<file path="config.mk">
export PLATFORM = sky130hd
export DESIGN_NAME = smstore_cell
export DESIGN_NICKNAME = d
export VERILOG_FILES = /design/src/rtl/core/smstore_pkg.sv /design/src/rtl/core/smstore_cell.sv
export SDC_FILE = /design/constraint.sdc
export NUM_CORES = 1
export LEC_CHECK = 0
export ABC_CLOCK_PERIOD_IN_PS = 3750
export BUFFER_PORTS_ARGS = -buffer_cell sky130_fd_sc_hd__buf_2
export CAP_MARGIN = 10
export CORE_ASPECT_RATIO = 0.5
export CORE_MARGIN = 2
export CORE_UTILIZATION = 43
export CTS_BUF_LIST = sky130_fd_sc_hd__clkbuf_16
export DETAILED_ROUTE_END_ITERATION = 8
export HOLD_SLACK_MARGIN = 0.1
export PLACE_DENSITY = 0.81
export SLEW_MARGIN = 20
export SYNTH_ARGS = -nofsm -noshare
export SYNTH_HDL_FRONTEND = slang
export SYNTH_SLANG_ARGS = --single-unit
</file>
<file path="constraint.sdc">
create_clock -name clk -period 3.75 [get_ports clk]
set_input_delay 0.9375 -clock clk [delete_from_list [all_inputs] [get_ports clk]]
set_output_delay 0.9375 -clock clk [all_outputs]
set_load 0.05 [all_outputs]
</file>
<file path="src/rtl/core/smstore_pkg.sv">
// ----------------------------------------------------------------------------
// smstore_pkg
// shared types and constants for the sparse matrix store
// ----------------------------------------------------------------------------
package smstore_pkg;

	localparam int unsigned ValueWidth = 32;
	localparam int unsigned CountOutWidth = 7;

	typedef enum logic {
		FUNC_WRITE = 1'b0,
		FUNC_READ  = 1'b1
	} func_t;

	typedef struct packed {
		logic op_en;
		logic erase;
		logic overwrite;
		logic insert;
		logic shift_en;
	} cell_ctrl_t;

endpackage

</file>
<file path="src/rtl/core/smstore_cell.sv">
// ----------------------------------------------------------------------------
// smstore_cell
// one slot of the store: key compare, update, and hole compaction from the
// right-hand neighbor
// ----------------------------------------------------------------------------
module smstore_cell #(
	parameter int unsigned KW = 16,
	parameter int unsigned CW = 7,
	parameter int unsigned IDX = 0
) (
	input  logic                                  clk,
	input  logic                                  arst_n,
	input  smstore_pkg::cell_ctrl_t               ctrl,
	input  logic [KW-1:0]                         q_row,
	input  logic [KW-1:0]                         q_col,
	input  logic [smstore_pkg::ValueWidth-1:0]    q_value,
	input  logic [CW-1:0]                         ins_idx,
	input  logic                                  left_valid,
	input  logic                                  nxt_valid,
	input  logic [KW-1:0]                         nxt_row,
	input  logic [KW-1:0]                         nxt_col,
	input  logic [smstore_pkg::ValueWidth-1:0]    nxt_value,
	output logic                                  valid,
	output logic [KW-1:0]                         row,
	output logic [KW-1:0]                         col,
	output logic [smstore_pkg::ValueWidth-1:0]    value,
	output logic                                  hit
);
	import smstore_pkg::*;

	logic                  valid_q;
	logic [KW-1:0]         row_q;
	logic [KW-1:0]         col_q;
	logic [ValueWidth-1:0] value_q;
	logic                  take_ins;
	logic                  take_nxt;
	logic                  give;

	assign hit      = valid_q && (row_q == q_row) && (col_q == q_col);
	assign take_ins = ctrl.insert && (ins_idx == CW'(IDX));
	assign take_nxt = !valid_q && nxt_valid;
	assign give     = valid_q && !left_valid;

	always_ff @(posedge clk or negedge arst_n) begin
		if (!arst_n) begin
			valid_q <= 1'b0;
		end else if (ctrl.op_en) begin
			if (hit && ctrl.erase) begin
				valid_q <= 1'b0;
			end else if (take_ins) begin
				valid_q <= 1'b1;
			end
		end else if (ctrl.shift_en) begin
			if (take_nxt) begin
				valid_q <= 1'b1;
			end else if (give) begin
				valid_q <= 1'b0;
			end
		end
	end

	always_ff @(posedge clk) begin
		if (ctrl.op_en) begin
			if (hit && ctrl.overwrite) begin
				value_q <= q_value;
			end else if (take_ins) begin
				row_q   <= q_row;
				col_q   <= q_col;
				value_q <= q_value;
			end
		end else if (ctrl.shift_en && take_nxt) begin
			row_q   <= nxt_row;
			col_q   <= nxt_col;
			value_q <= nxt_value;
		end
	end

	assign valid = valid_q;
	assign row   = row_q;
	assign col   = col_q;
	assign value = value_q;

endmodule
</file>
==> metrics.md <==
| Metric | Value |
|---|---|
| CTS tree | yes |
| Syn Area/Cell | 15.0 um2 |
| Initial core utilization | 0.448 |
| Syn Nets | 364 |
| Achievable clock frequency | 300 MHz |
| Cells after Synth | 220 |
| Initial antenna violation count | 0 |
| Final hold viol count | 0 |
| CTS root buffer | clkbuf_16 |
| Yosys reg bits | 65 |
| Number of core rows | 22 |
| Pre-antenna DRT Iters | 4 |
| Worst Setup End Kind | primary output |
| Max Cap Violations | 0 |
| Die Footprint | 8440 um2 |
| Die height | 66.0 um |
| Drt wl/cell | 15.5 um |
| Setup Fix Bufs, Post-CTS | 0 |
| Cell leakage power | 2.01 nW |
| CTS H-tree lvls | 3 |
| DRC Markers | 0 |
| GRT overflow | 0 |
| Clk_skew | 0.00556 ns |
| Core ar. | 7380 um2 |
| Syn Std Cell Area | 3300 um2 |
| Worst Hold Class | in2async |
| Diodes inserted | 0 |
| Starting DRT DRC Count | 113 |
| Post-synthesis sequential area ratio | 0.589 |
| Vias/cell | 4.92 |
| Design area | 4740 um2 |
| Largest net degree at the start of global routing | 48 |
| Clk Latency, worst-skew pair | 0.32 ns |
| CP required | 2.81 ns |
| Global placement routability congestion | 0.777 |
| Crit-path max FO | 2 |
| RSZ-0062 raised after global routing | no |
| Layout cell share with drive strength beyond 1 | 0.666 |
| Clock buffer depth | 2 |
| Via count | 2639 |
| Dpl hpwl | 6400 um |
| Post-CTS sizing | 0 |
| Pwr Total | 1.90 mW |
| Dpl cell area | 4460 um2 |
| IR Drop Worst-Case VDD | 245 uV |
| CTS Buf Count | 9 |
| Synth unique cells | 30 |
| Setup violators final | 0 |
| Min cycle time layout | 3.33 ns |
| Worst Setup Start Kind | primary input |
| Port-buffer cells | 209 |
| Reg clk slew, reported paths | 0.05 ns |
| Die W | 128 um |
| CTS Sinks | 65 |
| Status | finished clean |
| Vias in the first global route | 2576 |
| Non-Filler Instances | 536 |
| Num ports | 210 |
| Syn-to-layout area delta | 43.5% |
| CP arrival | 2.40 ns |
| First-pass GRT wire length | 12200 um |
| Routed WL | 8320 um |
| Least-Margin Pin Slew | 0.582 ns |
| Pre-CTS setup slack | 0.420 ns |
| Final Cycle Share | 0.889 |
| GRT Total Usage | 0.194 |
| Setup TNS | 0 ns |
| Crit Path Class | in2out |
| Nets@finish | 580 |
| Placed insts | 520 |
| YS warnings | 0 |
| Worst Slack Setup Final | 0.417 ns |
| CTS Hold Bufs | 0 |
| Pwr dens | 400 nW/um2 |
| Routed Antenna Nets | 0 |
| Final Max Slew Viols | 0 |
| Slew HR | 0.609 |
## final cells by class
class | count | area [um2]
fillers | 600 | 2630
flip-flops and latches | 65 | 1950
multi-input cells | 146 | 1320
repair buffers | 213 | 1100
clock buffers | 9 | 225
well taps | 96 | 120
clock inverters | 6 | 27.5
inverters | 1 | 3.75
## final timing paths
check                      slack (ns)      from  depth (start not counted)       end
max                              0.42  q_row[9]                          7       hit
min                              0.38    arst_n                          1     valid
max reg2reg                      1.26    row[4]                          6  value[0]
min reg2reg                      0.81     valid                          3     valid
max in group asynchronous        3.29    arst_n                          1     valid
min in group clk                 0.81     valid                          3     valid
## critical path, cell delays in order
cell	delay (ns)
buf_2	0.11
xnor2_1	0.25
nand4_1	0.12
nor4_1	0.29
nand3_1	0.12
nor4_2	0.26
buf_2	0.31
## logic make-up (layout without fill, tap and decap cells)
kind of cell	after synthesis	in the layout	share of synthesized area
multiplexers	65	65	0.222
AO/OA/AOI/OAI	9	9	0.0189
AND/OR/NAND/NOR	46	46	0.0860
buffers and inverters	9	229	0.0155
flip-flops	65	65	0.589
XOR/XNOR	26	26	0.0689
## layer usage
metal	track usage	share of wire	vias up
met5	0	0	-
met4	0.0810	0.025	0
met3	0.0591	0.045	18
met2	0.352	0.55	85
met1	0.216	0.38	1259
li1	-	-	1277
## synth_stat cells
library cell / instances / area [um2]
a21boi_1: 1 / 7.51
a21oi_1: 2 / 10.0
a31o_1: 1 / 8.76
and2_1: 1 / 6.26
and3_1: 1 / 6.26
and4b_1: 1 / 10.0
buf_2: 2 / 10.0
buf_6: 2 / 22.5
clkbuf_1: 4 / 15.0
dfrtp_1: 1 / 25.0
edfxtp_1: 64 / 1920
inv_1: 1 / 3.75
mux2_2: 65 / 732
nand2_1: 4 / 15.0
nand2b_1: 10 / 62.6
nand3_1: 4 / 20.0
nand4_1: 11 / 68.8
nor2_1: 4 / 15.0
nor3_1: 1 / 5.00
nor3_4: 1 / 16.3
nor4_1: 4 / 25.0
o2111ai_1: 1 / 8.76
o211ai_1: 1 / 7.51
o21a_1: 2 / 15.0
o21ai_0: 1 / 5.00
or2b_1: 2 / 15.0
or4_1: 1 / 7.51
or4_4: 1 / 11.3
xnor2_1: 22 / 193
xor2_1: 4 / 35.0
## where the power goes
part | leakage (nW) | internal (mW) | switching, mW
logic | 1.29 | 0.147 | 0.189
clock network | 0.125 | 0.431 | 0.275
registers | 0.597 | 0.838 | 0.0140
total | 2.01 | 1.42 | 0.479
## sequential cells by signal, summed over array words and instances, names as in the netlist
register	cells
col	16
row	16
value	32
valid	1
## per-stage QoR
stage | hold WS (ns) | utilization
2_1_floorplan | 0.642 | -
3_3_place_gp | 0.712 | 0.605
3_5_place_dp | 0.713 | 0.605
4_1_cts | 0.369 | 0.639
5_1_grt | 0.364 | 0.643
6_report | 0.380 | 0.643
## cell usage in the layout (no fill, tap or decap)
cell type / synthesis / final
a21oi_1: 2 / 2
a31o_1: 1 / 1
nand2b_1: 10 / 10
nor3_4: 1 / 1
nor4_2: 0 / 1
nor4_1: 4 / 3
buf_16: 0 / 1
and2_1: 1 / 1
a21boi_4: 0 / 1
edfxtp_1: 64 / 64
nand2_1: 4 / 4
buf_4: 0 / 3
and3_1: 1 / 1
o211ai_1: 1 / 1
mux2_2: 65 / 65
and4b_1: 1 / 1
dfrtp_1: 1 / 1
nor3_1: 1 / 1
or2b_1: 2 / 2
xnor2_1: 22 / 22
or4_1: 1 / 1
nor2_1: 4 / 4
or4_4: 1 / 1
buf_2: 2 / 209
nand4_1: 11 / 11
nand3_1: 4 / 4
clkinv_2: 0 / 1
clkinvlp_4: 0 / 1
o21ai_0: 1 / 1
xor2_1: 4 / 4
inv_1: 1 / 2
o2111ai_1: 1 / 1
clkinv_1: 0 / 3
o21a_1: 2 / 2
clkbuf_16: 0 / 9
Note: power is estimated with default switching activity, not from simulation.
